File: src/hdl/brb_pkg.sv
// Shared types, codes and constants for the byte ring buffer FIFO.
package brb_pkg;

	localparam int DEPTH_DEF   = 1024;
	localparam int MAX_POP_DEF = 64;

	localparam int SIZE_W  = 11;
	localparam int LEN_W   = 11;
	localparam int DATA_W  = 8;
	localparam int HELD_W  = 10;
	localparam int OP_W    = 2;
	localparam int STAT_W  = 2;
	localparam int TDATA_IN_W  = 24;
	localparam int TDATA_OUT_W = 24;

	// command queue between front and back; power of two
	localparam int QUEUE_DEPTH = 4;

	typedef enum logic [OP_W-1:0] {
		OP_PUSH    = 2'd0,
		OP_POP     = 2'd1,
		OP_DISCARD = 2'd2,
		OP_NONE    = 2'd3
	} op_t;

	typedef enum logic [STAT_W-1:0] {
		STAT_OK       = 2'd0,
		STAT_REFUSED  = 2'd1,
		STAT_TOO_LONG = 2'd2
	} status_t;

	typedef enum logic [1:0] {
		CMD_PUSH,
		CMD_POP,
		CMD_DISCARD
	} cmd_kind_t;

	typedef enum logic {
		BK_CMD,
		BK_POP
	} back_state_t;

	typedef struct packed {
		cmd_kind_t          kind;
		logic               first;  // first beat of a push run
		logic               wr;     // push beat carries a byte
		logic               ends;   // command produces a result beat
		logic [LEN_W-1:0]   len;
		logic [DATA_W-1:0]  data;
	} cmd_t;

	typedef struct packed {
		logic               is_read;
		logic               last;
		status_t            status;
		logic [HELD_W-1:0]  held;
	} res_meta_t;

endpackage

File: src/hdl/brb_queue.sv
// Short command queue decoupling the front from the back.
module brb_queue (
	input  logic          clk,
	input  logic          arst_n,
	input  logic          push,
	input  brb_pkg::cmd_t push_cmd,
	output logic          full,
	input  logic          pop,
	output logic          q_valid,
	output brb_pkg::cmd_t q_cmd
);

	localparam int QA = $clog2(brb_pkg::QUEUE_DEPTH);

	brb_pkg::cmd_t entries_q [brb_pkg::QUEUE_DEPTH];
	logic [QA-1:0] wr_ptr_q;
	logic [QA-1:0] rd_ptr_q;
	logic [QA:0]   count_q;

	assign full    = (count_q == (QA+1)'(brb_pkg::QUEUE_DEPTH));
	assign q_valid = (count_q != '0);
	assign q_cmd   = entries_q[rd_ptr_q];

	always_ff @(posedge clk) begin
		if (push) begin
			entries_q[wr_ptr_q] <= push_cmd;
		end
	end

	// pointers wrap naturally, depth is a power of two
	always_ff @(posedge clk or negedge arst_n) begin
		if (!arst_n) begin
			wr_ptr_q <= '0;
			rd_ptr_q <= '0;
			count_q  <= '0;
		end else begin
			if (push) begin
				wr_ptr_q <= wr_ptr_q + QA'(1);
			end
			if (pop) begin
				rd_ptr_q <= rd_ptr_q + QA'(1);
			end
			if (push && !pop) begin
				count_q <= count_q + (QA+1)'(1);
			end else if (pop && !push) begin
				count_q <= count_q - (QA+1)'(1);
			end
		end
	end

endmodule

File: config.mk
export PLATFORM = sky130hd
export DESIGN_NAME = brb_queue
export DESIGN_NICKNAME = d
export VERILOG_FILES = /design/src/hdl/brb_pkg.sv /design/src/hdl/brb_queue.sv
export SDC_FILE = /design/constraint.sdc
export NUM_CORES = 1
export LEC_CHECK = 0
export BUFFER_PORTS_ARGS = -buffer_cell sky130_fd_sc_hd__buf_4
export CAP_MARGIN = 20
export CORE_MARGIN = 1.5
export CORE_UTILIZATION = 50
export DETAILED_ROUTE_END_ITERATION = 8
export GPL_TIMING_DRIVEN = 0
export PLACE_DENSITY = 0.75
export SLEW_MARGIN = 20
export SYNTH_ARGS = -nofsm -noshare
export SYNTH_HDL_FRONTEND = slang
export SYNTH_SLANG_ARGS = --single-unit
File: constraint.sdc
create_clock -name clk -period 1.5 [get_ports clk]
set_input_delay 0.075 -clock clk [delete_from_list [all_inputs] [get_ports clk]]
set_output_delay 0.075 -clock clk [all_outputs]
set_load 0.005 [all_outputs]
### Word-level counts from Yosys, hierarchy flattened

Memory sizes are Yosys's and may differ from the RTL's.
Index checks and enable logic that the tools add are counted.

* bits in registers: 7
* memory bits (writable): 96
* output and inout port bits: 26
* memories: 1

* add/subtract/negate cells: 4
* eq/ne operators: 1
* multiplexer cells: 4
* reduce and logical (&&, ||, !) cells: 6

Memory list
* entries_q: words 4, width 24, rd ports 1, clocked after Yosys merged registers in 0, wr ports 1, line brb_queue.sv:15 `brb_pkg::cmd_t entries_q [brb_pkg::QUEUE_DEPTH];`

Operator list (count)
* 2-to-1 mux 3 bit: 2
* adder 2 x 1 -> 2 bit (second input constant): 2
* adder 3 x 1 -> 3 bit (second input constant): 1
* == test 3 bit (second input constant): 1
* nonzero test 3 bit: 1
* subtractor 3 x 1 -> 3 bit (second input constant): 1
* logical AND 1 bit: 2
* logical NOT 1 bit: 2
* 2-to-1 mux 1 bit: 2
* nonzero test 2 bit: 1

### Logic depth before layout (Yosys ltp)

* depth in word-level cells: 4
* mapped depth: 7
* mapped depth without buffers: 7

### Worst setup path after synthesis

OpenSTA, ideal clock, no wires.

* path kind: register -> register
* from: register wr_ptr_q[0]
* to: memory entries_q[0][0] in the netlist's numbering, enable pin
* setup time: 0.383 ns
* arrival time: 1.231 ns
* setup slack: -0.114 ns
* stages on the path, launching flop included: 4
* buffers on the path: 0
* path through: dfrtp_1 -> inv_1 -> ha_1 -> and2_1

RTL lines
* from (decl): line brb_queue.sv:16 `logic [QA-1:0] wr_ptr_q;`
* from (signal assigned): line brb_queue.sv:38 `wr_ptr_q <= wr_ptr_q + QA'(1);`
* to (decl): line brb_queue.sv:15

Straight into the memory's write port.

==> metrics <==
status=finished with violations; violated checks=setup timing; post-synthesis sequential area ratio=0.783; clock latency on the worst-skew pair=360 ps; Mapped Nets=194; initial antenna violation count=0; CTS tree=done; startpoint types=register; Post-Layout Cell Count=365; syn_area_per_cell=24.4 sq um; largest net degree at the start of global routing=25; Cells after Synth=160; worst min-delay path class=in -> async; Crit Path Class=reg -> out; post-route ant nets=0; Max Freq=0.572 GHz; area delta synth->final=29.7%; drt initial violations=101; met1 Use GR=0.213; Layout fillers=501; Cell Area, Synth=3900 sq um; actual slew at the worst max-slew pin=371 ps; H-tree levels=3; Worst R2R Setup Slack=120 ps; clock skew=7.32 ps; Global Route Usage Sum=0.172; dpl cells=315; final setup TNS=-5200 ps; DIE HEIGHT=91.4 um; FF+latch count, synth=103; clock buffer depth=2; Fin Hold WS=56.6 ps; port bufs=53; Core Util, Final=0.662; clock slew at reported path FFs=90 ps; Max Slew Vio Count=0; total die area=8350 sq um; Clock Sinks=103; critical path required time=1420 ps; Final Hold Viols=0; Die W=91.4 um; global-route wire length before repair=10.4 mm; final net count=292; Starting Density=0.510; fin crit period=1750 ps; max-cap violation count=0; RSZ-0062 raised after global routing=true; grt ovf=0; grt met2 use=0.287; fin crit share=1.17; placed cell areas=4430 sq um; ANT cells=0; share of cells above drive strength 1=0.422; Routed WL per cell=18.1 um; core area=7650 sq um; # rows=32; DRC viols=0; drt via density=5.15; First-pass DRT Iterations=4; post-synthesis cell type count=19; Worst slew margin=0.752; Reg area=3060 sq um; CP endpoint kind=output pin; setup ws final=-249 ps; CTS root buffer=clkbuf_8; vias=1,879; crit path DAT=1670 ps; pwr dens=1780 nW/um^2; multi-input logic area=767 sq um; Detail Placement HPWL=3.84 mm; GRT Max-Usage Layer=met2; met3 Track Usage GR=0.0377; Final Instance Area=5060 sq um; Leak=1.81 nW; IO Pins=54; Final setup viols=24; critical path fanouts, max=9; Worst VDD drop=0.919 mV; total wire length=6.62 mm; gpl congestion=0.710; yosys warns=0; Num CTS Buffers=9; number of global-route vias before repair=2,098
-- cells in the final DEF, fill, tap and decap left out --
| cell | count |
|---|---|
| and2_4 | 5 |
| fa_2 | 1 |
| nor2_1 | 1 |
| inv_6 | 1 |
| buf_6 | 24 |
| o21ai_0 | 1 |
| dfrtp_1 | 6 |
| buf_4 | 36 |
| ha_1 | 5 |
| dlygate4sd3_1 | 27 |
| clkbuf_16 | 1 |
| clkbuf_8 | 9 |
| edfxtp_1 | 96 |
| buf_2 | 1 |
| clkinv_1 | 1 |
| mux4_2 | 23 |
| nor3b_1 | 1 |
| nand2_1 | 2 |
| xor2_1 | 4 |
| mux2_2 | 1 |
| buf_12 | 3 |
| clkinv_4 | 1 |
| xnor2_1 | 2 |
| mux4_1 | 1 |
| dfrtp_2 | 1 |
| bufinv_16 | 1 |
| or3_1 | 1 |
| clkinvlp_4 | 2 |
| inv_1 | 4 |
| clkinv_2 | 1 |
-- worst max-delay path: stages (launching register included) --
cell and delay, ps:
dfrtp_1 340, buf_6 160, buf_12 150, mux4_2 520, buf_6 140
-- stage by stage --
| stage | power (mW) | worst slack (ps) |
|---|---|---|
| finish | 9.00 | -249 |
| floorplan | 5.59 | 140 |
| global placement | 6.69 | -107 |
| detailed placement | 6.76 | -123 |
| global route | 9.48 | -319 |
| CTS | 8.94 | -283 |
-- Yosys cell counts, drive strengths merged --
cell type / count / area [sq um]
edfxtp: 96 / 2880
o21ai: 1 / 5.00
ha: 5 / 62.6
nor3b: 1 / 7.51
nor2: 1 / 3.75
xor2: 4 / 35.0
mux2: 1 / 11.3
inv: 4 / 15.0
mux4: 24 / 563
buf: 6 / 66.3
dfrtp: 7 / 175
fa: 1 / 20.0
and2: 4 / 25.0
xnor2: 2 / 17.5
or3: 1 / 6.26
nand2: 2 / 7.51
-- state kept, by name, summed over array words and instances, names as in the netlist --
signal     flops
count_q        3
rd_ptr_q       2
entries_q     96
wr_ptr_q       2
-- path summary, 6_finish.rpt --
path,cells past startpoint,end,startpoint
hold reg to reg,1,count_q[2],count_q[2]
hold / removal,2,count_q[1],arst_n
max in group asynchronous,2,count_q[0],arst_n
min in group clk,4,count_q[0],pop
setup / recovery,4,q_cmd[2],rd_ptr_q[0]
setup reg to reg,3,entries_q[1][7],wr_ptr_q[1]
-- cell families after synthesis --
group,after synthesis,share of synthesized area
adders and majority gates,6,0.0212
buffers and inverters,10,0.0208
muxes,25,0.147
xor gates and xnor gates,6,0.0135
DFF,103,0.783
AOI/OAI and AO/OA,1,0.00128
and+or+nand+nor,9,0.0128
-- where the power goes --
group | total, mW | internal, mW | switching (mW)
Clock | 1.67 | 0.771 | 0.898
Combinational | 3.36 | 2.04 | 1.33
Sequential | 3.96 | 3.78 | 0.185
-- layout make-up --
class                           count  area share
Multi-Input combinational cell     48       0.151
Clock buffer                        9      0.0245
Inverter                            4     0.00296
Tap cell                          102      0.0252
Clock inverter                      7      0.0141
Sequential cell                   103       0.604
Buffer                              6      0.0148
Timing Repair Buffer               86       0.163
-- repair_timing --
action / 4_1_cts / 5_1_grt
endpoints found under the hold margin: 107 / 0
hold buffers: 27 / 0
gates resized for setup: 32 / 5
setup buffers: 4 / 1
setup endpoints to repair: 120 / 48
pin swaps: 0 / 2
gates cloned: 0 / 2
-- layer usage --
layer	part of all wire	wire length (um)	vias up
li1	-	-	851
met1	0.43	2840	966
met2	0.51	3400	49
met3	0.038	253	13
met4	0.020	133	0
met5	0	0	-
No activity file was read; power rests on OpenSTA's default activity.
