===== src/hdl/brb_pkg.sv =====
// Shared types, codes and constants for the byte ring buffer FIFO.
package brb_pkg;

	localparam int DEPTH_DEF   = 1024;
	localparam int MAX_POP_DEF = 64;

	localparam int SIZE_W  = 11;
	localparam int LEN_W   = 11;
	localparam int DATA_W  = 8;
	localparam int HELD_W  = 10;
	localparam int OP_W    = 2;
	localparam int STAT_W  = 2;
	localparam int TDATA_IN_W  = 24;
	localparam int TDATA_OUT_W = 24;

	// command queue between front and back; power of two
	localparam int QUEUE_DEPTH = 4;

	typedef enum logic [OP_W-1:0] {
		OP_PUSH    = 2'd0,
		OP_POP     = 2'd1,
		OP_DISCARD = 2'd2,
		OP_NONE    = 2'd3
	} op_t;

	typedef enum logic [STAT_W-1:0] {
		STAT_OK       = 2'd0,
		STAT_REFUSED  = 2'd1,
		STAT_TOO_LONG = 2'd2
	} status_t;

	typedef enum logic [1:0] {
		CMD_PUSH,
		CMD_POP,
		CMD_DISCARD
	} cmd_kind_t;

	typedef enum logic {
		BK_CMD,
		BK_POP
	} back_state_t;

	typedef struct packed {
		cmd_kind_t          kind;
		logic               first;  // first beat of a push run
		logic               wr;     // push beat carries a byte
		logic               ends;   // command produces a result beat
		logic [LEN_W-1:0]   len;
		logic [DATA_W-1:0]  data;
	} cmd_t;

	typedef struct packed {
		logic               is_read;
		logic               last;
		status_t            status;
		logic [HELD_W-1:0]  held;
	} res_meta_t;

endpackage


===== src/hdl/brb_front.sv =====
// Input side: accepts beats, tracks push runs and turns beats into commands.
module brb_front (
	input  logic                            clk,
	input  logic                            arst_n,
	input  logic                            cfg_we,
	input  logic                            s_axis_tvalid,
	output logic                            s_axis_tready,
	input  logic [brb_pkg::TDATA_IN_W-1:0]  s_axis_tdata,
	input  logic [brb_pkg::OP_W-1:0]        s_axis_tuser,
	input  logic                            s_axis_tlast,
	input  logic                            q_full,
	output logic                            cmd_valid,
	output brb_pkg::cmd_t                   cmd
);

	logic [brb_pkg::LEN_W-1:0] left_q;
	logic [brb_pkg::LEN_W-1:0] left_nxt;
	logic [brb_pkg::LEN_W-1:0] len;
	logic [brb_pkg::LEN_W-1:0] cur;
	logic [brb_pkg::LEN_W-1:0] rem;
	logic                      accept;

	assign len           = s_axis_tdata[brb_pkg::LEN_W-1:0];
	assign s_axis_tready = !q_full;
	assign accept        = s_axis_tvalid && s_axis_tready;

	always_comb begin
		left_nxt  = left_q;
		cmd_valid = 1'b0;
		cmd       = '0;
		cmd.kind  = brb_pkg::CMD_PUSH;
		cmd.len   = len;
		cmd.data  = s_axis_tdata[brb_pkg::LEN_W +: brb_pkg::DATA_W];
		cur       = (left_q == '0) ? len : left_q;
		rem       = cur - brb_pkg::LEN_W'(1);
		if (accept) begin
			case (s_axis_tuser)
				brb_pkg::OP_PUSH: begin
					cmd_valid = 1'b1;
					cmd.first = (left_q == '0);
					if (left_q == '0 && len == '0) begin
						// zero-length run: status only
						cmd.ends = 1'b1;
					end else begin
						cmd.wr   = 1'b1;
						cmd.ends = (rem == '0) || s_axis_tlast;
						left_nxt = cmd.ends ? '0 : rem;
					end
				end
				brb_pkg::OP_POP: begin
					cmd_valid = 1'b1;
					cmd.kind  = brb_pkg::CMD_POP;
					cmd.ends  = 1'b1;
					left_nxt  = '0;
				end
				brb_pkg::OP_DISCARD: begin
					cmd_valid = 1'b1;
					cmd.kind  = brb_pkg::CMD_DISCARD;
					cmd.ends  = 1'b1;
					left_nxt  = '0;
				end
				default: ;
			endcase
		end
	end

	always_ff @(posedge clk or negedge arst_n) begin
		if (!arst_n) begin
			left_q <= '0;
		end else if (cfg_we) begin
			left_q <= '0;
		end else begin
			left_q <= left_nxt;
		end
	end

endmodule


===== config.mk =====
export PLATFORM = sky130hd
export DESIGN_NAME = brb_front
export DESIGN_NICKNAME = d
export VERILOG_FILES = /design/src/hdl/brb_pkg.sv /design/src/hdl/brb_front.sv
export SDC_FILE = /design/constraint.sdc
export NUM_CORES = 1
export LEC_CHECK = 0
export BUFFER_PORTS_ARGS = -buffer_cell sky130_fd_sc_hd__buf_4
export CORE_MARGIN = 4
export CORE_UTILIZATION = 45
export DETAILED_ROUTE_END_ITERATION = 8
export PLACE_DENSITY = 0.76
export REMOVE_ABC_BUFFERS = 1
export SYNTH_ARGS = -nofsm -noshare
export SYNTH_HDL_FRONTEND = slang
export SYNTH_SLANG_ARGS = --single-unit

===== constraint.sdc =====
create_clock -name clk -period 7.25 [get_ports clk]
set_clock_uncertainty 0.05 [all_clocks]
set_input_delay 1.45 -clock clk [delete_from_list [all_inputs] [get_ports clk]]
set_output_delay 1.45 -clock clk [all_outputs]
set_load 0.005 [all_outputs]

* After elaboration in Yosys (flattened, before gate mapping) *
Index checks and enable logic that the tools add are counted.

operators by class
  add/sub/neg operators = 1
  div/mod/pow operators = 0
  reduce and logical (&&, ||, !) cells = 13
  shift-type cells = 0
  multipliers = 0
  mux-type cells = 14
  magnitude comparators = 0
  bitwise logic cells = 0
  equality and inequality tests = 3

operators by type and width
  operator                                              count
  two-way mux 11 bit                                    5
  logical NOT 11 bit                                    3
  case mux 11 bit (2 select lines)                      1
  subtractor 11 x 1 -> 11 bit (second input constant)   1
  two-way mux 5 bit                                     1
  two-way mux 1 bit                                     4
  case mux 2 bit (2 select lines)                       1
  inequality test 3 bit (second input constant)         1
  AND reduction 3 bit                                   1
  nonzero test 3 bit                                    1
  OR reduction 3 bit                                    1
  equality test 2 x 1 -> 1 bit (second input constant)  1
  equality test 2 bit (second input constant)           1
  logical AND 1 bit                                     2
  logical NOT 2 bit                                     1
  two-way mux 2 bit                                     1
  case mux 1 bit (2 select lines)                       1
  nonzero test 2 bit                                    1
  OR reduction 2 bit                                    1
  logical NOT 1 bit                                     1
  logical OR 1 bit                                      1

word-level totals
  memories = 0
  memory bits (read-only) = 0
  output and inout port bits = 26
  latch bits = 0
  bits in registers = 11
  input bits = 32
  RAM bits = 0

* Longest topological paths before layout *
Gate-level depths: netlist (run 1).

  word-level depth = 10
  gate-level depth with buffers = 14
  mapped depth without buffers = 11

* Worst setup path before layout (run 1) *
No wires, ideal clock.

  kind = input -> output
  start = input s_axis_tdata[0] in the netlist's numbering
  end = output cmd[19] in the netlist's numbering
  arrival = 3.495 ns
  path slack = 2.255 ns
  data required time = 5.750 ns
  stages = 9
  path buffers = 0
  path through = a21oi_1 > ha_1 > nor4b_2 > o41ai_4 > xor2_1 > or3_4 > a2111oi_4 > nand2_1 > a31oi_1

RTL lines
  item         line             RTL
  from (decl)  brb_front.sv:8   input logic [brb_pkg::TDATA_IN_W-1:0] s_axis_tdata,
  to (decl)    brb_front.sv:13  output brb_pkg::cmd_t cmd

==> results of run 1 <==
-- synth_stat cells, types with 2 or more instances --
library cell	number
and2_1	3
a311oi_1	2
nand2_1	12
nand2b_1	2
o21bai_1	3
xor2_1	2
a31oi_1	3
nor4_4	2
a21oi_1	13
or4_4	2
nor2b_1	3
clkbuf_1	2
buf_4	19
or3_1	2
a41oi_1	3
ha_1	6
nand3_1	3
a22o_1	6
mux2_2	2
mux2i_1	2
dfrtp_1	11
nor2_1	15
o21ai_0	5
o21ai_1	7
or2_2	2
inv_1	8
nor3_1	6
-- area by class of cell --
cell class	instances	area, µm²	share of cell area, %
Multi-Input combinational cell	125	901	58.4
Sequential cell	11	275	17.9
Timing Repair Buffer	36	270	17.5
Tap cell	31	38.8	2.52
Inverter	8	30.0	1.95
Clock buffer	4	26.3	1.70
-- routing by layer --
layer	vias to the layer above	GRT usage, %	wire length (µm)
li1	628	-	-
met1	630	22.6	1510
met2	70	29.5	1640
met3	6	5.86	344
met4	0	6.20	48
met5	-	0	0
-- layout by cell type, fill, tap and decap left out, types with 2 or more instances in the layout --
cell type / count
o21ai_1: 7
nor2b_1: 3
nand2_1: 12
clkbuf_4: 3
dfrtp_1: 11
xor2_1: 2
nor3_1: 6
a21oi_1: 13
mux2_2: 2
mux2i_1: 2
ha_1: 6
a31oi_1: 3
inv_1: 8
nor2_1: 15
or3_1: 2
or2_2: 2
buf_4: 36
or4_4: 2
nand2b_1: 2
a22o_1: 6
and2_1: 3
a41oi_1: 3
o21bai_1: 3
o21ai_0: 5
a311oi_1: 2
nor4_4: 2
nand3_1: 3
-- power by group --
group          internal [mW]  total [mW]  switching (mW)
registers             0.0617      0.0627        0.000983
clock network         0.0214      0.0459          0.0245
logic                 0.0303      0.0640          0.0337
total                  0.113       0.173          0.0592
-- stage by stage --
stage	std cells	util, %
2_1_floorplan	144	-
3_3_place_gp	211	53.6
3_5_place_dp	211	53.6
4_1_cts	215	54.5
5_1_grt	215	54.5
6_report	215	54.5
-- worst max-delay path: stages --
cell	delay, ns
buf_4	0.12
a21oi_1	0.23
ha_1	0.31
nor4b_2	0.33
o41ai_4	0.19
xor2_1	0.17
or3_4	0.36
a2111oi_4	0.38
nand2_1	0.11
a31oi_1	0.20
buf_4	0.14
-- logic make-up after synthesis --
| logic type | Yosys count | synth area share [%] |
|---|---|---|
| adders and majority gates | 6 | 5.47 |
| DFF | 11 | 20.1 |
| buffers and inverters | 31 | 14.3 |
| xor gates and xnor gates | 4 | 3.10 |
| and+or+nand+nor | 60 | 25.7 |
| AOI/OAI and AO/OA | 51 | 28.3 |
| muxes | 4 | 3.10 |
-- final timing paths --
check | start | end | slack [ns] | cells past startpoint
min | left_q[5]$_DFFE_PN0P_ | left_q[5]$_DFFE_PN0P_ | 0.55 | 2
max in group asynchronous | arst_n | left_q[9]$_DFFE_PN0P_ | 6.05 | 1
max | s_axis_tdata[0] | cmd[19] | 1.77 | 11
min reg2reg | left_q[5]$_DFFE_PN0P_ | left_q[5]$_DFFE_PN0P_ | 0.55 | 2
min in group asynchronous | arst_n | left_q[1]$_DFFE_PN0P_ | 0.94 | 1
max reg2reg | left_q[3]$_DFFE_PN0P_ | left_q[6]$_DFFE_PN0P_ | 3.46 | 11
==> results.yml, run 1 <==
timing:
  tightest_slew_ns: 1.01
  finalCritPeriodShare_pct: 75.7
  hold_viol_final: 0
  slew_headroom_pct: 32.7
  hold_ws_ns: 0.549
  setup_viol: 0
  final_max_slew_viol_count: 0
  post-route-min-period_ns: 5.48
  worst_slack_ns: 1.77
  fin_setup_tns_ns: 0
  max_freq_mhz: 182
  rsz0062_at_grt: "no"
detailed_routing:
  wirelength_um: 3540
  num_vias: 1334
  ant_nets: 0
  drt-initial-drc-count: 65
  drt-pass1-iter-count: 4
  drc_errors: 0
  avgViaCountPerCell: 6.20
  avgRoutedWirePerCell_um: 16.5
global_routing:
  grt_usage_pct: 18.2
  antenna_found_initial: 0
  grt_pass1_vias: 1356
  grt_pass1_wl_um: 5910
  gr-total-overflow: 0
  grt_start_max_net_pins: 15
clock_network:
  postCtsSetupBuffers: 0
  hold_buffers: 0
  cts.path.max_buffers: 2
  clockRootBuffer: "clkbuf_4"
  insertion_delay_ns: 0.28
  clk_pin_slew_ns: 0.08
  cts_sinks: 11
  numCtsBuffers: 3
  cts_resized: 0
  htree_levels: 1
  cts_tree: "done"
synth:
  avgSynthCellArea_um2: 8.22
  yosysUniqueCellTypes: 48
  yosysSeqAreaShare_pct: 20.1
  synthFlopType: "dfrtp_1"
  ys_async_sr_fraction_pct: 100
  syn_area_mm2: 0.00137
  yosysWarningCount: 0
  yosys.area.top_type: "dfrtp_1"
  syn_inst: 167
  netlist.area_leader.share_pct: 20.1
  synth-edff-count: 0
  ys_ff_latch: 11
  synthTopCellsByArea: "dfrtp_1 (20%), buf_4 (10%), ha_1 (5.5%)"
setup_path:
  cp.required_ns: 5.75
  cp-end-kind: "output port"
  crit_fanout: 5
  arrival_ns: 3.98
  path_class: "in -> out"
  start_kind: "input port"
placement:
  gp_congestion: 0.900
  post-dp-hpwl_um: 2790
  post_dp_cell_area_mm2: 0.00152
  pre_cts_ws_ns: 1.78
  numPortBuffers: 36
pwr:
  p_leak_nw: 0.735
  power.density_mw_per_mm2: 112
  peakVddDrop_v: 0.0000629
  p_total_mw: 0.173
layout:
  drive_gt1_share_pct: 29.3
  stdcell_area_mm2: 0.00154
  reg_top3: "left_q (11)"
  area_delta_synth_final_pct: 12.3
  finalNetCount: 223
  fillers: 262
  largest_register: "left_q"
  largest_reg_flops: 11
  antenna_cells: 0
die:
  ios: 58
  die-area_mm2: 0.00400
  die_x_um: 63.2
  rows: 19
  coreArea_mm2: 0.00283
  die_h_um: 63.2
  floorplan.initialDensity_pct: 48.5
run:
  drv_cap: 0
run_status:
  outcome: "finished, final reports clean"
hold_path:
  hold_path.class: "reg -> reg"
No activity file was read; power rests on OpenSTA's default activity.
==> run 2, diff against run 1 <==
- CORE_UTILIZATION: 45 -> 43
- clock period: 7.25 -> 4.65 ns (I/O delays scaled with it)
==> results.yml, run 2 (same netlist as run 1, synthesis figures left out) <==
die:
  die_h_um: 64.5
  coreArea_mm2: 0.00305
  floorplan.initialDensity_pct: 45.0
  ios: 58
  die_x_um: 64.5
  die-area_mm2: 0.00416
  rows: 20
global_routing:
  grt_pass1_vias: 1310
  gr-total-overflow: 0
  antenna_found_initial: 0
  grt_start_max_net_pins: 13
  grt_pass1_wl_um: 6180
  grt_usage_pct: 18.5
setup_path:
  worst_r2r_path_depth: 11
  path_class: "reg -> out"
  arrival_ns: 3.43
  cp-end-kind: "output port"
  crit_fanout: 6
  cp.required_ns: 3.67
  start_kind: "flip-flop"
hold_path:
  hold_path.class: "in -> async"
layout:
  finalNetCount: 227
  drive_gt1_share_pct: 33.5
  reg_top3: "left_q (11)"
  final_cell_mix: "buf_4 (40), nor2_1 (15), a21oi_1 (13)"
  largest_register: "left_q"
  final_common_cell: "buf_4"
  area_delta_synth_final_pct: 16.9
  fillers: 300
  largest_reg_flops: 11
  antenna_cells: 0
timing:
  post-route-min-period_ns: 4.41
  final_max_slew_viol_count: 0
  rsz0062_at_grt: "no"
  finalCritPeriodShare_pct: 94.7
  slew_headroom_pct: 39.6
  setup_viol: 0
  hold_ws_ns: 0.412
  hold_viol_final: 0
  max_freq_mhz: 227
  tightest_slew_ns: 0.906
  fin_setup_tns_ns: 0
detailed_routing:
  avgRoutedWirePerCell_um: 15.9
  drt-initial-drc-count: 68
  drc_errors: 0
  ant_nets: 0
  drt-pass1-iter-count: 4
  num_vias: 1358
  avgViaCountPerCell: 5.85
  wirelength_um: 3700
clock_network:
  clockRootBuffer: "clkbuf_4"
  numCtsBuffers: 3
  insertion_delay_ns: 0.29
  hold_buffers: 0
  cts_tree: "done"
  cts.path.max_buffers: 2
  htree_levels: 1
  clk_pin_slew_ns: 0.09
  cts_sinks: 11
pwr:
  p_leak_nw: 0.748
  peakVddDrop_v: 0.000113
  p_total_mw: 0.275
  power.density_mw_per_mm2: 171
placement:
  post-dp-hpwl_um: 2880
  numPortBuffers: 36
  gp_congestion: 0.945
run:
  drv_cap: 0
run_status:
  outcome: "finished, final reports clean"
==> run 2: cell types whose count changed in the layout (fill, tap and decap cells not counted), sizes merged <==
cell | previous run | this run
buf | 36 | 40
==> run 2: what timing repair did <==
action | in CTS | in global routing
buffers inserted | 0 | 2
gates resized for setup | 0 | 6
setup endpoints to repair | 0 | 1
==> run 2: power by group <==
| group | switching (mW) | internal (mW) | total, mW |
|---|---|---|---|
| sequential | 0.00162 | 0.0963 | 0.0979 |
| clock | 0.0399 | 0.0334 | 0.0733 |
| combinational | 0.0534 | 0.0501 | 0.103 |
==> run 2: worst max-delay path: stages (launching register included) <==
cell	delay [ns]
dfrtp_1	0.48
nor4_4	0.11
and3_1	0.23
a21oi_1	0.25
ha_2	0.31
nor4b_4	0.26
o41ai_4	0.16
xor2_1	0.17
or3_4	0.36
a2111oi_4	0.38
nand2_1	0.10
a31oi_1	0.19
buf_4	0.13
==> run 2: final cells by class <==
type	instances	area, µm²	area share, %
Sequential cell	11	280	17.5
Multi-Input combinational cell	125	912	56.9
Tap cell	44	55.1	3.43
Clock buffer	4	26.3	1.64
Inverter	8	30.0	1.87
Timing Repair Buffer	40	300	18.7
==> run 2: path summary, 6_finish.rpt <==
| kind | from | end | slack (ns) |
|---|---|---|---|
| min in group clk | left_q[7]$_DFFE_PN0P_ | left_q[7]$_DFFE_PN0P_ | 0.55 |
| min reg2reg | left_q[7]$_DFFE_PN0P_ | left_q[7]$_DFFE_PN0P_ | 0.55 |
| max | left_q[10]$_DFFE_PN0P_ | cmd[19] | 0.24 |
| max in group asynchronous | arst_n | left_q[4]$_DFFE_PN0P_ | 3.96 |
| min | arst_n | left_q[2]$_DFFE_PN0P_ | 0.41 |
| max reg2reg | left_q[10]$_DFFE_PN0P_ | left_q[6]$_DFFE_PN0P_ | 1.35 |
==> run 2: metrics by stage <==
step | util, % | instances | cell area [µm²] | setup WS [ns]
2_1_floorplan | - | 144 | 1210 | 0.658
3_3_place_gp | 50.7 | 226 | 1550 | 0.287
3_5_place_dp | 50.7 | 226 | 1550 | 0.244
4_1_cts | 51.5 | 230 | 1570 | 0.0473
5_1_grt | 52.5 | 232 | 1600 | 0.0284
6_report | 52.5 | 232 | 1600 | 0.245
==> run 2: layer usage <==
layer	up-vias	routed length [µm]	global-route usage, %
met5	-	0	0
met3	4	356	5.03
li1	640	-	-
met1	631	1500	24.0
met2	83	1810	31.1
met4	0	31	3.17
==> run 3, diff against run 2 <==
- CTS_CLUSTER_SIZE: unset -> 16
- REMOVE_ABC_BUFFERS: 1 -> unset
==> results.yml, run 3 (same netlist as run 1, synthesis figures left out) <==
run_status:
  outcome: "finished, final reports clean"
detailed_routing:
  num_vias: 1370
  ant_nets: 0
  drt-initial-drc-count: 101
  wirelength_um: 3830
  drt-pass1-iter-count: 6
  avgRoutedWirePerCell_um: 16.6
  drc_errors: 0
  avgViaCountPerCell: 5.93
clock_network:
  cts_sinks: 11
  insertion_delay_ns: 0.27
  cts.path.max_buffers: 2
  numCtsBuffers: 3
  hold_buffers: 0
  cts_tree: "done"
  clockRootBuffer: "clkbuf_4"
  htree_levels: 1
  clk_pin_slew_ns: 0.07
timing:
  fin_setup_tns_ns: 0
  setup_viol: 0
  rsz0062_at_grt: "no"
  finalCritPeriodShare_pct: 95.5
  final_max_slew_viol_count: 0
  tightest_slew_ns: 0.935
  max_freq_mhz: 225
  hold_viol_final: 0
  slew_headroom_pct: 37.7
  post-route-min-period_ns: 4.44
layout:
  final_cell_mix: "buf_4 (39), nor2_1 (15), a21oi_1 (13)"
  largest_register: "left_q"
  largest_reg_flops: 11
  drive_gt1_share_pct: 33.2
  antenna_cells: 0
  finalNetCount: 226
  area_delta_synth_final_pct: 15.7
  fillers: 307
  instances_no_fill: 231
  final_common_cell: "buf_4"
  reg_top3: "left_q (11)"
  final_core_util_pct: 52.0
hold_path:
  hold_path.class: "in -> async"
die:
  rows: 20
  ios: 58
  floorplan.initialDensity_pct: 45.0
  die-area_mm2: 0.00416
  die_x_um: 64.5
  die_h_um: 64.5
  coreArea_mm2: 0.00305
pwr:
  power.density_mw_per_mm2: 170
  peakVddDrop_v: 0.0000584
  p_total_mw: 0.270
  p_leak_nw: 0.741
setup_path:
  worst_r2r_path_depth: 11
  cp.required_ns: 3.67
  start_kind: "flip-flop"
  crit_fanout: 7
  arrival_ns: 3.46
  path_class: "reg -> out"
  cp-end-kind: "output port"
global_routing:
  antenna_found_initial: 0
  grt_pass1_wl_um: 6320
  grt_start_max_net_pins: 13
  gr-total-overflow: 0
  grt_pass1_vias: 1383
  grt_usage_pct: 18.7
placement:
  dp_cells: 227
  numPortBuffers: 36
  gp_congestion: 0.895
  post-dp-hpwl_um: 2970
run:
  drv_cap: 0
synth:
  synth.net_count: 205
[run 3: through the flow]
step	hold slack, ns	cell area [µm²]	worst slack (ns)
detailed placement	0.509	1550	0.257
global route	0.433	1590	0.0204
floorplan	0.464	1370	0.458
CTS	0.435	1580	0.136
global placement	0.510	1550	0.291
finish	0.426	1590	0.207
[run 3: area by class of cell]
cell class                      instances  area [µm²]  share of cell area (%)
Inverter                                8        30.0                    1.89
Tap cell                               44        55.1                    3.47
Multi-Input combinational cell        125         903                    56.9
Clock buffer                            4        26.3                    1.65
Sequential cell                        11         280                    17.7
Timing Repair Buffer                   39         293                    18.4
[run 3: routing by layer]
| metal | vias up | wire length, µm | track usage, % |
|---|---|---|---|
| met4 | 0 | 79 | 7.92 |
| met5 | - | 0 | 0 |
| met2 | 90 | 1790 | 33.2 |
| met1 | 640 | 1620 | 22.9 |
| met3 | 9 | 347 | 1.91 |
| li1 | 631 | - | - |
[run 3: worst max-delay path, cell delays in order (launching register included)]
cell	delay (ns)
dfrtp_2	0.48
nor4_4	0.51
and3_1	0.28
a21oi_1	0.12
ha_2	0.23
nor4b_2	0.18
o41ai_4	0.08
xor2_1	0.11
or3_4	0.36
a2111oi_4	0.40
nand2_1	0.12
a31oi_1	0.19
buf_4	0.13
[run 3: path summary, 6_finish.rpt]
kind | startpoint | endpoint | slack [ns]
setup reg to reg | left_q[4]$_DFFE_PN0P_ | left_q[2]$_DFFE_PN0P_ | 1.34
setup / recovery | left_q[4]$_DFFE_PN0P_ | cmd[19] | 0.21
hold reg to reg | left_q[6]$_DFFE_PN0P_ | left_q[6]$_DFFE_PN0P_ | 0.54
max in group asynchronous | arst_n | left_q[4]$_DFFE_PN0P_ | 3.96
min in group clk | left_q[6]$_DFFE_PN0P_ | left_q[6]$_DFFE_PN0P_ | 0.54
hold / removal | arst_n | left_q[7]$_DFFE_PN0P_ | 0.43
[run 3: what timing repair did]
action,in CTS,in global routing
setup buffers,0,0
setup endpoints to repair,0,1
gates resized for setup,0,5
endpoints found under the hold margin,0,0
[run 3: report_power, final]
part	switching (mW)	total, mW	internal, mW
clock network	0.0357	0.0689	0.0333
logic	0.0548	0.104	0.0487
registers	0.00143	0.0977	0.0963
total	0.0919	0.270	0.178
